## config.mk

```make
export PLATFORM = sky130hd
export DESIGN_NAME = pid_controller_with_integrator_clamp_unit
export DESIGN_NICKNAME = d
export VERILOG_FILES = /design/src/sv/pidc_pkg.sv /design/src/sv/pidc_cfg.sv /design/src/sv/pidc_front.sv /design/src/sv/pidc_mult.sv /design/src/sv/pidc_sat.sv /design/src/sv/pid_controller_with_integrator_clamp_unit.sv
export SDC_FILE = /design/constraint.sdc
export NUM_CORES = 2
export LEC_CHECK = 0
export BUFFER_PORTS_ARGS = -buffer_cell sky130_fd_sc_hd__buf_2
export CORE_MARGIN = 8
export CORE_UTILIZATION = 61
export CTS_BUF_LIST = sky130_fd_sc_hd__clkbuf_8 sky130_fd_sc_hd__clkbuf_16
export CTS_CLUSTER_DIAMETER = 80
export CTS_CLUSTER_SIZE = 24
export DETAILED_ROUTE_END_ITERATION = 16
export PLACE_DENSITY = 0.88
export SLEW_MARGIN = 10
export SYNTH_ARGS = -nofsm -noshare
export SYNTH_HDL_FRONTEND = slang
export SYNTH_HIERARCHICAL = 1
export SYNTH_SLANG_ARGS = --single-unit
```

## constraint.sdc

```tcl
create_clock -name clk -period 10.9 [get_ports clk]
set_input_delay 0.545 -clock clk [delete_from_list [all_inputs] [get_ports clk]]
set_output_delay 0.545 -clock clk [all_outputs]
set_load 0.01 [all_outputs]
```

## src/sv/pidc_pkg.sv

```systemverilog
`timescale 1ns / 1ps
// ----------------------------------------------------------------------------
// pidc_pkg
// shared types and constants for the pid controller with integrator clamp
// ----------------------------------------------------------------------------
package pidc_pkg;

  localparam int GAIN_W     = 16;
  localparam int LIMIT_W    = 32;
  localparam int DRIVE_W    = 32;
  localparam int CFG_DATA_W = 32;
  localparam int CFG_ADDR_W = 3;
  localparam int MODE_W     = 3;

  // mode codes
  localparam logic [MODE_W-1:0] MODE_P         = 3'd0;
  localparam logic [MODE_W-1:0] MODE_PI        = 3'd1;
  localparam logic [MODE_W-1:0] MODE_PI_CLAMP  = 3'd2;
  localparam logic [MODE_W-1:0] MODE_PID       = 3'd3;
  localparam logic [MODE_W-1:0] MODE_PID_CLAMP = 3'd4;

  // register indices
  localparam logic [CFG_ADDR_W-1:0] REG_TARGET    = 3'd0;
  localparam logic [CFG_ADDR_W-1:0] REG_MODE      = 3'd1;
  localparam logic [CFG_ADDR_W-1:0] REG_GAIN_P    = 3'd2;
  localparam logic [CFG_ADDR_W-1:0] REG_GAIN_I    = 3'd3;
  localparam logic [CFG_ADDR_W-1:0] REG_GAIN_D    = 3'd4;
  localparam logic [CFG_ADDR_W-1:0] REG_INTEG_MAX = 3'd5;
  localparam logic [CFG_ADDR_W-1:0] REG_INTEG_MIN = 3'd6;

  localparam logic [DRIVE_W-1:0] DRIVE_MAX = 32'h7fff_ffff;
  localparam logic [DRIVE_W-1:0] DRIVE_MIN = 32'h8000_0000;

  typedef struct packed {
    logic signed [GAIN_W-1:0] p;
    logic signed [GAIN_W-1:0] i;
    logic signed [GAIN_W-1:0] d;
  } pidc_gains_t;

  typedef struct packed {
    logic signed [LIMIT_W-1:0] hi;
    logic signed [LIMIT_W-1:0] lo;
  } pidc_limits_t;

endpackage

```

## src/sv/pidc_cfg.sv

```systemverilog
`timescale 1ns / 1ps
// ----------------------------------------------------------------------------
// pidc_cfg
// configuration register file, write only
// ----------------------------------------------------------------------------
module pidc_cfg
  import pidc_pkg::*;
#(
  parameter int MEAS_WIDTH = 16
) (
  input  logic                         clk,
  input  logic                         rst_n,
  input  logic                         cfg_we,
  input  logic [CFG_ADDR_W-1:0]        cfg_addr,
  input  logic [CFG_DATA_W-1:0]        cfg_wdata,
  output logic signed [MEAS_WIDTH-1:0] target,
  output logic [MODE_W-1:0]            mode,
  output pidc_gains_t                  gains,
  output pidc_limits_t                 limits
);

  logic signed [MEAS_WIDTH-1:0] target_r;
  logic [MODE_W-1:0]            mode_r;
  pidc_gains_t                  gains_r;
  pidc_limits_t                 limits_r;

  always_ff @(posedge clk) begin
    if (!rst_n) begin
      target_r  <= '0;
      mode_r    <= MODE_PID;
      gains_r   <= '0;
      limits_r.hi <= DRIVE_MAX;
      limits_r.lo <= DRIVE_MIN;
    end else if (cfg_we) begin
      case (cfg_addr)
        REG_TARGET:    target_r    <= cfg_wdata[MEAS_WIDTH-1:0];
        REG_MODE:      mode_r      <= cfg_wdata[MODE_W-1:0];
        REG_GAIN_P:    gains_r.p   <= cfg_wdata[GAIN_W-1:0];
        REG_GAIN_I:    gains_r.i   <= cfg_wdata[GAIN_W-1:0];
        REG_GAIN_D:    gains_r.d   <= cfg_wdata[GAIN_W-1:0];
        REG_INTEG_MAX: limits_r.hi <= cfg_wdata[LIMIT_W-1:0];
        REG_INTEG_MIN: limits_r.lo <= cfg_wdata[LIMIT_W-1:0];
        default: ;
      endcase
    end
  end

  assign target = target_r;
  assign mode   = mode_r;
  assign gains  = gains_r;
  assign limits = limits_r;

endmodule

```

## src/sv/pidc_front.sv

```systemverilog
`timescale 1ns / 1ps
// ----------------------------------------------------------------------------
// pidc_front
// input register, error, measurement difference and integrator update
// ----------------------------------------------------------------------------
module pidc_front
  import pidc_pkg::*;
#(
  parameter int MEAS_WIDTH  = 16,
  parameter int INTEG_WIDTH = 32,
  localparam int ERR_W = MEAS_WIDTH + 1
) (
  input  logic                          clk,
  input  logic                          rst_n,
  input  logic signed [MEAS_WIDTH-1:0]  target,
  input  logic [MODE_W-1:0]             mode,
  input  pidc_limits_t                  limits,
  input  logic                          in_valid,
  output logic                          in_ready,
  input  logic signed [MEAS_WIDTH-1:0]  in_measurement,
  output logic                          dn_valid,
  input  logic                          dn_ready,
  output logic signed [ERR_W-1:0]       dn_err,
  output logic signed [ERR_W-1:0]       dn_diff,
  output logic signed [INTEG_WIDTH-1:0] dn_integ
);

  localparam int WIDE0 = (INTEG_WIDTH > MEAS_WIDTH) ? INTEG_WIDTH : MEAS_WIDTH;
  localparam int WIDE1 = (WIDE0 > LIMIT_W) ? WIDE0 : LIMIT_W;
  localparam int ACC_W = WIDE1 + 2;

  logic                          v0_r, v0_nxt;
  logic signed [MEAS_WIDTH-1:0]  meas_r;
  logic                          v1_r, v1_nxt;
  logic signed [ERR_W-1:0]       err_r, diff_r;
  logic signed [INTEG_WIDTH-1:0] integ_out_r;
  logic signed [INTEG_WIDTH-1:0] integ_r, integ_nxt;
  logic signed [MEAS_WIDTH-1:0]  last_r;
  logic                          adv;
  logic                          en_p, en_i, en_d, en_clamp;
  logic signed [ERR_W-1:0]       err, diff;
  logic signed [ACC_W-1:0]       acc, acc_lim;
  logic                          acc_fits;

  assign adv      = !v1_r || dn_ready;
  assign in_ready = !v0_r || adv;
  assign v0_nxt   = in_ready ? in_valid : v0_r;
  assign v1_nxt   = adv ? v0_r : v1_r;

  assign en_p     = (mode <= MODE_PID_CLAMP);
  assign en_i     = en_p && (mode != MODE_P);
  assign en_d     = (mode == MODE_PID) || (mode == MODE_PID_CLAMP);
  assign en_clamp = (mode == MODE_PI_CLAMP) || (mode == MODE_PID_CLAMP);

  assign err  = ERR_W'(target) - ERR_W'(meas_r);
  assign diff = ERR_W'(last_r) - ERR_W'(meas_r);

  always_comb begin
    acc = ACC_W'(integ_r) + ACC_W'(err);
    acc_lim = acc;
    if (en_clamp) begin
      if (acc > ACC_W'(limits.hi)) begin
        acc_lim = ACC_W'(limits.hi);
      end else if (acc < ACC_W'(limits.lo)) begin
        acc_lim = ACC_W'(limits.lo);
      end
    end
    acc_fits = (&acc_lim[ACC_W-1:INTEG_WIDTH-1]) || !(|acc_lim[ACC_W-1:INTEG_WIDTH-1]);
    if (!en_i) begin
      integ_nxt = integ_r;
    end else if (acc_fits) begin
      integ_nxt = acc_lim[INTEG_WIDTH-1:0];
    end else if (acc_lim[ACC_W-1]) begin
      integ_nxt = {1'b1, {(INTEG_WIDTH-1){1'b0}}};
    end else begin
      integ_nxt = {1'b0, {(INTEG_WIDTH-1){1'b1}}};
    end
  end

  always_ff @(posedge clk) begin
    if (!rst_n) begin
      v0_r    <= 1'b0;
      v1_r    <= 1'b0;
      integ_r <= '0;
      last_r  <= '0;
    end else begin
      v0_r <= v0_nxt;
      v1_r <= v1_nxt;
      if (adv && v0_r) begin
        integ_r <= integ_nxt;
        last_r  <= meas_r;
      end
    end
  end

  always_ff @(posedge clk) begin
    if (in_ready && in_valid) begin
      meas_r <= in_measurement;
    end
    if (adv && v0_r) begin
      err_r       <= en_p ? err : '0;
      diff_r      <= en_d ? diff : '0;
      integ_out_r <= en_i ? integ_nxt : '0;
    end
  end

  assign dn_valid = v1_r;
  assign dn_err   = err_r;
  assign dn_diff  = diff_r;
  assign dn_integ = integ_out_r;

endmodule

```

## src/sv/pidc_mult.sv

```systemverilog
`timescale 1ns / 1ps
// ----------------------------------------------------------------------------
// pidc_mult
// gain products, one registered stage
// ----------------------------------------------------------------------------
module pidc_mult
  import pidc_pkg::*;
#(
  parameter int MEAS_WIDTH  = 16,
  parameter int INTEG_WIDTH = 32,
  localparam int ERR_W = MEAS_WIDTH + 1,
  localparam int PD_W  = GAIN_W + ERR_W,
  localparam int PI_W  = GAIN_W + INTEG_WIDTH
) (
  input  logic                          clk,
  input  logic                          rst_n,
  input  pidc_gains_t                   gains,
  input  logic                          up_valid,
  output logic                          up_ready,
  input  logic signed [ERR_W-1:0]       up_err,
  input  logic signed [ERR_W-1:0]       up_diff,
  input  logic signed [INTEG_WIDTH-1:0] up_integ,
  output logic                          dn_valid,
  input  logic                          dn_ready,
  output logic signed [PD_W-1:0]        dn_p,
  output logic signed [PI_W-1:0]        dn_i,
  output logic signed [PD_W-1:0]        dn_d
);

  logic                   v_r, v_nxt;
  logic signed [PD_W-1:0] p_r, p_nxt, d_r, d_nxt;
  logic signed [PI_W-1:0] i_r, i_nxt;

  assign up_ready = !v_r || dn_ready;
  assign v_nxt    = up_ready ? up_valid : v_r;

  assign p_nxt = PD_W'($signed(gains.p)) * PD_W'(up_err);
  assign d_nxt = PD_W'($signed(gains.d)) * PD_W'(up_diff);
  assign i_nxt = PI_W'($signed(gains.i)) * PI_W'(up_integ);

  always_ff @(posedge clk) begin
    if (!rst_n) begin
      v_r <= 1'b0;
    end else begin
      v_r <= v_nxt;
    end
  end

  always_ff @(posedge clk) begin
    if (up_ready && up_valid) begin
      p_r <= p_nxt;
      i_r <= i_nxt;
      d_r <= d_nxt;
    end
  end

  assign dn_valid = v_r;
  assign dn_p     = p_r;
  assign dn_i     = i_r;
  assign dn_d     = d_r;

endmodule

```

## src/sv/pidc_sat.sv

```systemverilog
`timescale 1ns / 1ps
// ----------------------------------------------------------------------------
// pidc_sat
// term sum, fractional shift, output saturation and result register
// ----------------------------------------------------------------------------
module pidc_sat
  import pidc_pkg::*;
#(
  parameter int MEAS_WIDTH     = 16,
  parameter int INTEG_WIDTH    = 32,
  parameter int GAIN_FRAC_BITS = 8,
  localparam int PD_W = GAIN_W + MEAS_WIDTH + 1,
  localparam int PI_W = GAIN_W + INTEG_WIDTH
) (
  input  logic                   clk,
  input  logic                   rst_n,
  input  logic                   up_valid,
  output logic                   up_ready,
  input  logic signed [PD_W-1:0] up_p,
  input  logic signed [PI_W-1:0] up_i,
  input  logic signed [PD_W-1:0] up_d,
  output logic                   out_valid,
  input  logic                   out_ready,
  output logic [DRIVE_W-1:0]     out_drive,
  output logic                   out_clipped
);

  localparam int SUM_W = ((PI_W > PD_W) ? PI_W : PD_W) + 2;

  logic                     v_r, v_nxt;
  logic [DRIVE_W-1:0]       drive_r, drive_nxt;
  logic                     clip_r, clip_nxt;
  logic signed [SUM_W-1:0]  sum, shifted;
  logic                     fits;

  assign up_ready = !v_r || out_ready;
  assign v_nxt    = up_ready ? up_valid : v_r;

  assign sum     = SUM_W'(up_p) + SUM_W'(up_i) + SUM_W'(up_d);
  assign shifted = sum >>> GAIN_FRAC_BITS;
  assign fits    = (&shifted[SUM_W-1:DRIVE_W-1]) || !(|shifted[SUM_W-1:DRIVE_W-1]);

  always_comb begin
    clip_nxt = !fits;
    if (fits) begin
      drive_nxt = shifted[DRIVE_W-1:0];
    end else if (shifted[SUM_W-1]) begin
      drive_nxt = DRIVE_MIN;
    end else begin
      drive_nxt = DRIVE_MAX;
    end
  end

  always_ff @(posedge clk) begin
    if (!rst_n) begin
      v_r <= 1'b0;
    end else begin
      v_r <= v_nxt;
    end
  end

  always_ff @(posedge clk) begin
    if (up_ready && up_valid) begin
      drive_r <= drive_nxt;
      clip_r  <= clip_nxt;
    end
  end

  assign out_valid   = v_r;
  assign out_drive   = drive_r;
  assign out_clipped = clip_r;

endmodule

```

## src/sv/pid_controller_with_integrator_clamp_unit.sv

```systemverilog
`timescale 1ns / 1ps
// ----------------------------------------------------------------------------
// pid_controller_with_integrator_clamp_unit
// fixed point pid controller with optional integrator clamp
//
//   channel   direction   signals
//   in        slave       in_valid, in_ready, in_measurement
//   out       master      out_valid, out_ready, out_drive, out_clipped
//   cfg       write only  cfg_we, cfg_addr, cfg_wdata
//
// one beat per cycle sustained while out_ready stays high, the result
// passing through four registers (input register, integrator stage,
// product stage, result register) once the input beat is accepted
// the integrator and last measurement update as a beat leaves the input
// register, so back to back beats see each other's state
// synchronous reset clears integrator, last measurement and all valid bits
// each stage holds on a stall and accepts again once its successor frees
// ----------------------------------------------------------------------------
module pid_controller_with_integrator_clamp_unit
  import pidc_pkg::*;
#(
  parameter int MEAS_WIDTH     = 16,
  parameter int INTEG_WIDTH    = 32,
  parameter int GAIN_FRAC_BITS = 8
) (
  input  logic                         clk,
  input  logic                         rst_n,
  input  logic                         cfg_we,
  input  logic [CFG_ADDR_W-1:0]        cfg_addr,
  input  logic [CFG_DATA_W-1:0]        cfg_wdata,
  input  logic                         in_valid,
  output logic                         in_ready,
  input  logic signed [MEAS_WIDTH-1:0] in_measurement,
  output logic                         out_valid,
  input  logic                         out_ready,
  output logic [DRIVE_W-1:0]           out_drive,
  output logic                         out_clipped
);

  localparam int ERR_W = MEAS_WIDTH + 1;
  localparam int PD_W  = GAIN_W + ERR_W;
  localparam int PI_W  = GAIN_W + INTEG_WIDTH;

  logic signed [MEAS_WIDTH-1:0]  target;
  logic [MODE_W-1:0]             mode;
  pidc_gains_t                   gains;
  pidc_limits_t                  limits;

  logic                          f_valid, f_ready;
  logic signed [ERR_W-1:0]       f_err, f_diff;
  logic signed [INTEG_WIDTH-1:0] f_integ;

  logic                          m_valid, m_ready;
  logic signed [PD_W-1:0]        m_p, m_d;
  logic signed [PI_W-1:0]        m_i;

  pidc_cfg #(
    .MEAS_WIDTH (MEAS_WIDTH)
  ) u_cfg (
    .clk       (clk),
    .rst_n     (rst_n),
    .cfg_we    (cfg_we),
    .cfg_addr  (cfg_addr),
    .cfg_wdata (cfg_wdata),
    .target    (target),
    .mode      (mode),
    .gains     (gains),
    .limits    (limits)
  );

  pidc_front #(
    .MEAS_WIDTH  (MEAS_WIDTH),
    .INTEG_WIDTH (INTEG_WIDTH)
  ) u_front (
    .clk            (clk),
    .rst_n          (rst_n),
    .target         (target),
    .mode           (mode),
    .limits         (limits),
    .in_valid       (in_valid),
    .in_ready       (in_ready),
    .in_measurement (in_measurement),
    .dn_valid       (f_valid),
    .dn_ready       (f_ready),
    .dn_err         (f_err),
    .dn_diff        (f_diff),
    .dn_integ       (f_integ)
  );

  pidc_mult #(
    .MEAS_WIDTH  (MEAS_WIDTH),
    .INTEG_WIDTH (INTEG_WIDTH)
  ) u_mult (
    .clk      (clk),
    .rst_n    (rst_n),
    .gains    (gains),
    .up_valid (f_valid),
    .up_ready (f_ready),
    .up_err   (f_err),
    .up_diff  (f_diff),
    .up_integ (f_integ),
    .dn_valid (m_valid),
    .dn_ready (m_ready),
    .dn_p     (m_p),
    .dn_i     (m_i),
    .dn_d     (m_d)
  );

  pidc_sat #(
    .MEAS_WIDTH     (MEAS_WIDTH),
    .INTEG_WIDTH    (INTEG_WIDTH),
    .GAIN_FRAC_BITS (GAIN_FRAC_BITS)
  ) u_sat (
    .clk         (clk),
    .rst_n       (rst_n),
    .up_valid    (m_valid),
    .up_ready    (m_ready),
    .up_p        (m_p),
    .up_i        (m_i),
    .up_d        (m_d),
    .out_valid   (out_valid),
    .out_ready   (out_ready),
    .out_drive   (out_drive),
    .out_clipped (out_clipped)
  );

  // a clipped drive sits on one of the rails
  a_clip_rail: assert property (@(posedge clk) disable iff (!rst_n)
    out_valid && out_clipped |-> (out_drive == DRIVE_MAX) || (out_drive == DRIVE_MIN))
    else $error("clipped drive off the rails");

  // all gains zero gives a zero drive
  a_zero_gain: assert property (@(posedge clk) disable iff (!rst_n)
    out_valid && (gains == '0) |-> (out_drive == '0) && !out_clipped)
    else $error("nonzero drive with zero gains");

  // pipeline empty straight after reset
  a_reset_empty: assert property (@(posedge clk)
    $past(!rst_n) |-> !out_valid && !f_valid && !m_valid)
    else $error("beat present after reset");

  // a stalled result stage holds back the product stage
  a_stall_holds: assert property (@(posedge clk) disable iff (!rst_n)
    out_valid && !out_ready && m_valid |-> !m_ready)
    else $error("product stage advanced into a full result stage");

endmodule
```

### Word level (Yosys, flattened, before mapping)

Cells that the tools add are included.

* add/sub/neg operators: 5
* $mul: 3
* divide/modulo/power cells: 0
* magnitude comparators: 3
* eq/ne operators: 9
* shifts and indexed selects: 0
* mux-type cells: 8
* bitwise gates (word level): 0
* reductions and logical operators: 33

Operators by type and width (count)
* $mux 32: 5
* $mux 34: 3
* $mul 16x17->33: 2
* $add 49x33->50: 1
* $add 33x48->49: 1
* $mul 16x32->48: 1
* $sub 16x16->17: 2
* $add 32x17->33: 1
* $gt 33x32->1: 1
* $lt 33x32->1: 1
* $reduce_and 2->1: 7
* $eq 3x2->1 const B: 4
* $eq 3x3->1 const B: 4
* $reduce_and 11->1: 1
* $reduce_or 11->1: 1
* $logic_or 1x1->1: 8
* $logic_not 1->1: 7
* $logic_and 1x1->1: 5
* $eq 3x1->1 const B: 1
* $le 3x3->1 const B: 1
* $logic_not 3->1: 1
* $reduce_and 3->1: 1
* $reduce_bool 3->1: 1
* $reduce_or 3->1: 1

* register bits: 412
* latch bits: 0
* memory bits (writable): 0
* ROM bits: 0
* input port bits: 56
* output and inout port bits: 35
* logic and storage cells: 83
* memories kept: 0

### Longest topological paths before layout

* word-level depth: 11
* mapped depth: 36
* gate-level depth less buffers: 33

### Modules after synthesis

Netlist, hierarchy kept.

Modules (own cells, without submodules)
* pidc_mult: times used 1, cells each 4472, area an instance 41941.5 um^2, seq. area each 3443.3 um^2
* pidc_front: times used 1, cells each 1155, area an instance 10227.3 um^2, seq. area each 3463.3 um^2
* pidc_sat: times used 1, cells each 647, area an instance 5720.5 um^2, seq. area each 1011.0 um^2
* pidc_cfg: times used 1, cells each 501, area an instance 5077.4 um^2, seq. area each 2622.5 um^2

### Least setup slack after synthesis

Ideal clock, no wire load.

* path kind: flip-flop to flip-flop
* from: register u_front.meas_r[0]
* to: register u_front.integ_out_r[20] (netlist: u_front/dn_integ[20]), data pin
* setup time: 255 ps
* arrival: 7301 ps
* required time: 10645 ps
* slack: 3344 ps
* cell stages (with the launch flop): 34
* path buffers: 1
* period minus slack after synthesis: 7556 ps
* cell sequence: edfxtp_1 -> ha_1 -> fa_1 -> nor2b_1 -> o21ai_0 -> a21boi_0 -> o21ai_0 -> a21oi_1 -> o2111ai_1 -> a31oi_1 -> a21oi_1 -> o2111ai_1 -> nand2_1 -> ha_1 -> a2111oi_1 -> nand2b_1 -> o21ai_0 -> o31ai_1 -> o21ai_1 -> a31oi_1 -> or3_1 -> and2_1 -> ha_1 -> a211oi_2 -> o21a_1 -> o21ai_1 -> or4b_4 -> a2111oi_4 -> nor2_2 -> o21a_1 -> nor3_2 -> buf_4 -> o21ai_1 -> and2_1

* cells in the longest elaborated chain, start to end: 11
* elaborated cells on any way between the ends: 14
* classes of those cells: 2 x add/sub; 2 x order compare; 6 x mux; 4 x reduce/logical

Ends and longest elaborated chain
* start, declared: RTL line pidc_front.sv:33 `logic signed [MEAS_WIDTH-1:0] meas_r;`
* start signal, assigned: RTL line pidc_front.sv:98 `meas_r <= in_measurement;`
* $sub 16x16->17 *: RTL line pidc_front.sv:55 `assign err = ERR_W'(target) - ERR_W'(meas_r);`
* via u_front.err[16]: RTL line pidc_front.sv:41 `logic signed [ERR_W-1:0] err, diff;`
* $add 32x17->33 *: RTL line pidc_front.sv:59 `acc = ACC_W'(integ_r) + ACC_W'(err);`
* $lt 33x32->1: RTL line pidc_front.sv:64 `end else if (acc < ACC_W'(limits.lo)) begin`
* $mux 34: RTL line pidc_front.sv:64
* $mux 34: RTL line pidc_front.sv:62 `if (acc > ACC_W'(limits.hi)) begin`
* $mux 34 *: RTL line pidc_front.sv:61 `if (en_clamp) begin`
* $reduce_or 3->1: RTL line pidc_front.sv:68 `acc_fits = (&acc_lim[ACC_W-1:INTEG_WIDTH-1]) || !(|acc_lim[ACC_W-1:INTEG_WIDTH-1]);`
* $logic_not 1->1: RTL line pidc_front.sv:68
* $logic_or 1x1->1: RTL line pidc_front.sv:68
* $mux 32 *: RTL line pidc_front.sv:71 `end else if (acc_fits) begin`
* $mux 32 *: RTL line pidc_front.sv:69 `if (!en_i) begin`
* end signal, assigned: RTL line pidc_front.sv:103 `integ_out_r <= en_i ? integ_nxt : '0;`
* end, declared: RTL line pidc_front.sv:36 `logic signed [INTEG_WIDTH-1:0] integ_out_r;`

The timed path passes the listed nets; every way through them passes the cells marked *.
A chain may end at the register's enable or synchronous reset.

### Final worst setup path

* from: register u_front.meas_r[0]
* to: register u_front.integ_out_r[16] (netlist: u_front/dn_integ[16]), data pin

The elaborated chain is that of the path after synthesis.

==> impl_metrics.tcl <==
set metrics [dict create \
    worst_r2r_path_depth 32 \
    ys_warn_count 6 \
    yosysSeqAreaShare 0.167 \
    power.total_mw 5.98 \
    fin_tns_setup_ns 0 \
    cpPeakStageDelay_ns 0.61 \
    antenna_found_initial 5 \
    power_frac_seq 0.350 \
    fin_nets 8265 \
    path_clk_slew_ns 0.10 \
    grt_max_degree 90 \
    grt_overflow 0 \
    p_int_mw 3.39 \
    multi_input_area_sq_mm 0.0462 \
    p_leak_nw 31.3 \
    dieWidth_microns 337 \
    stdcell_count 8069 \
    drtPass1Iterations 14 \
    p_per_area_mw_per_mm2 91.4 \
    slew_viol_final 0 \
    first_global_vias 51706 \
    cts_buffers 30 \
    netSwitchingPower_mw 2.59 \
    path_depth 32 \
    finalCriticalPeriod_ns 9.88 \
    hold_depth 1 \
    power.share.clock 0.209 \
    rsz0062_at_grt "false" \
    placedCellCount 8008 \
    required_ns 11.37 \
    max_freq_mhz 101 \
    worst_ep_arrival_time_ns 10.35 \
    critPathLaunchType "register" \
    ys.flop_type "edfxtp_1" \
    ys_ff_latch 412 \
    placed_cell_area_sq_mm 0.0643 \
    cts_sinks 412 \
    htree_levels 1 \
    critPathSlowestCell "a2111oi_4" \
    rows 118 \
    fillers 7773 \
    finalSetupViolations 0 \
    slew_headroom 0.173 \
    drive_gt1_frac 0.0356 \
    cp-end-kind "register" \
    final_util 0.635 \
    worstPathMaxFanout 23 \
    regArea_sq_mm 0.0105 \
    syn_avg_cell_area_sq_um 9.29 \
    synth_edf_count 229 \
    max_cap_violations 0 \
    synth_nets 8380 \
    cts_tree "yes" \
    period_share 0.906 \
    grt_pass1_wl_microns 275000 \
    cts_resized 0 \
    die_area_sq_mm 0.114 \
    clockBufferDepth 3 \
    syn_to_final_growth_pct 3.84 \
    syn-cell-area_sq_mm 0.0630 \
    die_h_microns 337 \
    routabilityCongestion 0.959 \
    critical_path_class "reg -> reg" \
    path_buf_inv 0 \
    via_per_inst 6.02 \
    hpwl_microns 135000 \
    async_reset_ff_frac 0 \
    skew_ns 0.0303 \
    tightest_slew_ns 1.23 \
    final_antenna_net_count 0 \
    drt_drc_violations_left 0 \
    hold_path_class "in -> reg" \
    first_iter_violations 4961 \
    hold_violations 0 \
    root_buffer "clkbuf_16" \
    layout_common_cells "inv_1 (1355), fa_1 (1088), nand2_1 (884), ha_1 (461), and2_1 (431)" \
    critical-path-top-delay-family "compound AO/OA/AOI/OAI gates" \
    stdcell_area_sq_mm 0.0654 \
    syn_inst 6775 \
    routedWlPerCell_microns 21.3 \
    post_cts_buffers 0 \
    swShare 0.433 \
    layout_commonest_cell "inv_1" \
    synth.distinct_cells 99 \
    max-vdd-ir-drop_v 0.000139 \
    vias 48538 \
    postCtsHoldBufs 0 \
    wl_microns 172000 \
    comb_power_share 0.441 \
    initial_core_util 0.612 \
    port_buffers 90 \
    coreArea_sq_mm 0.103 \
    insertion_delay_ns 0.65 \
    status "finished, final reports clean" \
    grtUsageTotal 0.303 \
    ios 91 \
]
worst reg2reg max path, delay by kind of cell (launching register included):
family	cells	cell delay (ns)
AOI/OAI and AO/OA	20	4.56
adders and majority gates	4	1.61
DFF	1	0.43
and+or+nand+nor	8	3.08
sequential cells by signal, summed over array words and instances (netlist names):
name	count
u_front/dn_err	17
u_front/dn_diff	17
u_front/last_r	16
u_mult/dn_p	33
u_mult/dn_valid	1
u_sat/out_drive	32
u_front/meas_r	16
u_front/v0_r	1
u_cfg/limits	64
u_mult/dn_i	48
u_front/dn_valid	1
u_front/integ_r	32
u_cfg/gains	48
u_front/dn_integ	32
u_cfg/mode	3
u_sat/out_clipped	1
u_mult/dn_d	33
u_sat/out_valid	1
u_cfg/target	16
power groups by stage:
stage	clock (mW)	combinational, mW	sequential [mW]
after global routing	1.32	2.90	2.10
after floorplan	0	1.96	1.91
after global placement	0	2.48	2.11
final	1.25	2.63	2.09
after detailed placement	0	2.56	2.11
after CTS	1.27	2.58	2.08
cells in the mapped netlist (all sizes together) (138+ instances only):
| library cell | n | area (sq um) |
|---|---|---|
| a21oi | 243 | 1230 |
| xnor2 | 138 | 1210 |
| fa | 1088 | 21800 |
| clkbuf | 218 | 818 |
| edfxtp | 229 | 6880 |
| mux2i | 165 | 1650 |
| o21ai | 175 | 883 |
| nand2 | 884 | 3320 |
| ha | 461 | 5770 |
| inv | 1353 | 5080 |
| nor2 | 202 | 766 |
| and2 | 433 | 2710 |
| dfxtp | 183 | 3660 |
path summary, 6_finish.rpt:
| kind | from | to | slack [ns] |
|---|---|---|---|
| hold / removal | in_measurement[7] | u_front/meas_r[7]$_DFFE_PP_ | 0.07 |
| hold reg to reg | u_cfg/limits[30]$_SDFFE_PN0P_ | u_cfg/limits[30]$_SDFFE_PN0P_ | 0.47 |
| setup reg to reg | u_front/meas_r[0]$_DFFE_PP_ | u_front/dn_integ[16]$_SDFFCE_PN0P_ | 1.02 |
| setup / recovery | u_front/meas_r[0]$_DFFE_PP_ | u_front/dn_integ[16]$_SDFFCE_PN0P_ | 1.02 |
cell families (layout without fill, tap and decap cells):
kind of cell / after synthesis / after routing / synth area share
buffers and inverters: 1626 / 1535 / 0.0988
flip-flops: 412 / 412 / 0.167
XOR/XNOR: 195 / 195 / 0.0271
AO/OA/AOI/OAI: 864 / 864 / 0.0898
other: 0 / 5 / 0
multiplexers: 175 / 175 / 0.0283
adder cells (fa/ha/maj): 1549 / 1549 / 0.438
AND/OR/NAND/NOR: 1954 / 1954 / 0.151
through the flow:
stage | setup WS (ns) | hold WS (ns)
global route | 0.387 | 0.0595
finish | 1.02 | 0.0700
floorplan | 3.34 | 0.434
CTS | 1.20 | 0.0494
global placement | 1.40 | 0.447
detailed placement | 1.27 | 0.458
layout make-up:
type                            instances  area share
Clock buffer                           32      0.0121
Clock inverter                         24     0.00452
Inverter                             1356      0.0778
Sequential cell                       412       0.161
Antenna cell                            5    0.000191
Timing Repair Buffer                  123      0.0108
Multi-Input combinational cell       4737       0.707
Tap cell                             1380      0.0264
layer usage:
layer | share of wire | vias up | global-route usage
li1 | - | 21040 | -
met1 | 0.38 | 24106 | 0.384
met2 | 0.47 | 2776 | 0.497
met3 | 0.086 | 616 | 0.0451
met4 | 0.067 | 0 | 0.170
met5 | 0 | - | 0
(Power assumes the default switching activity.)
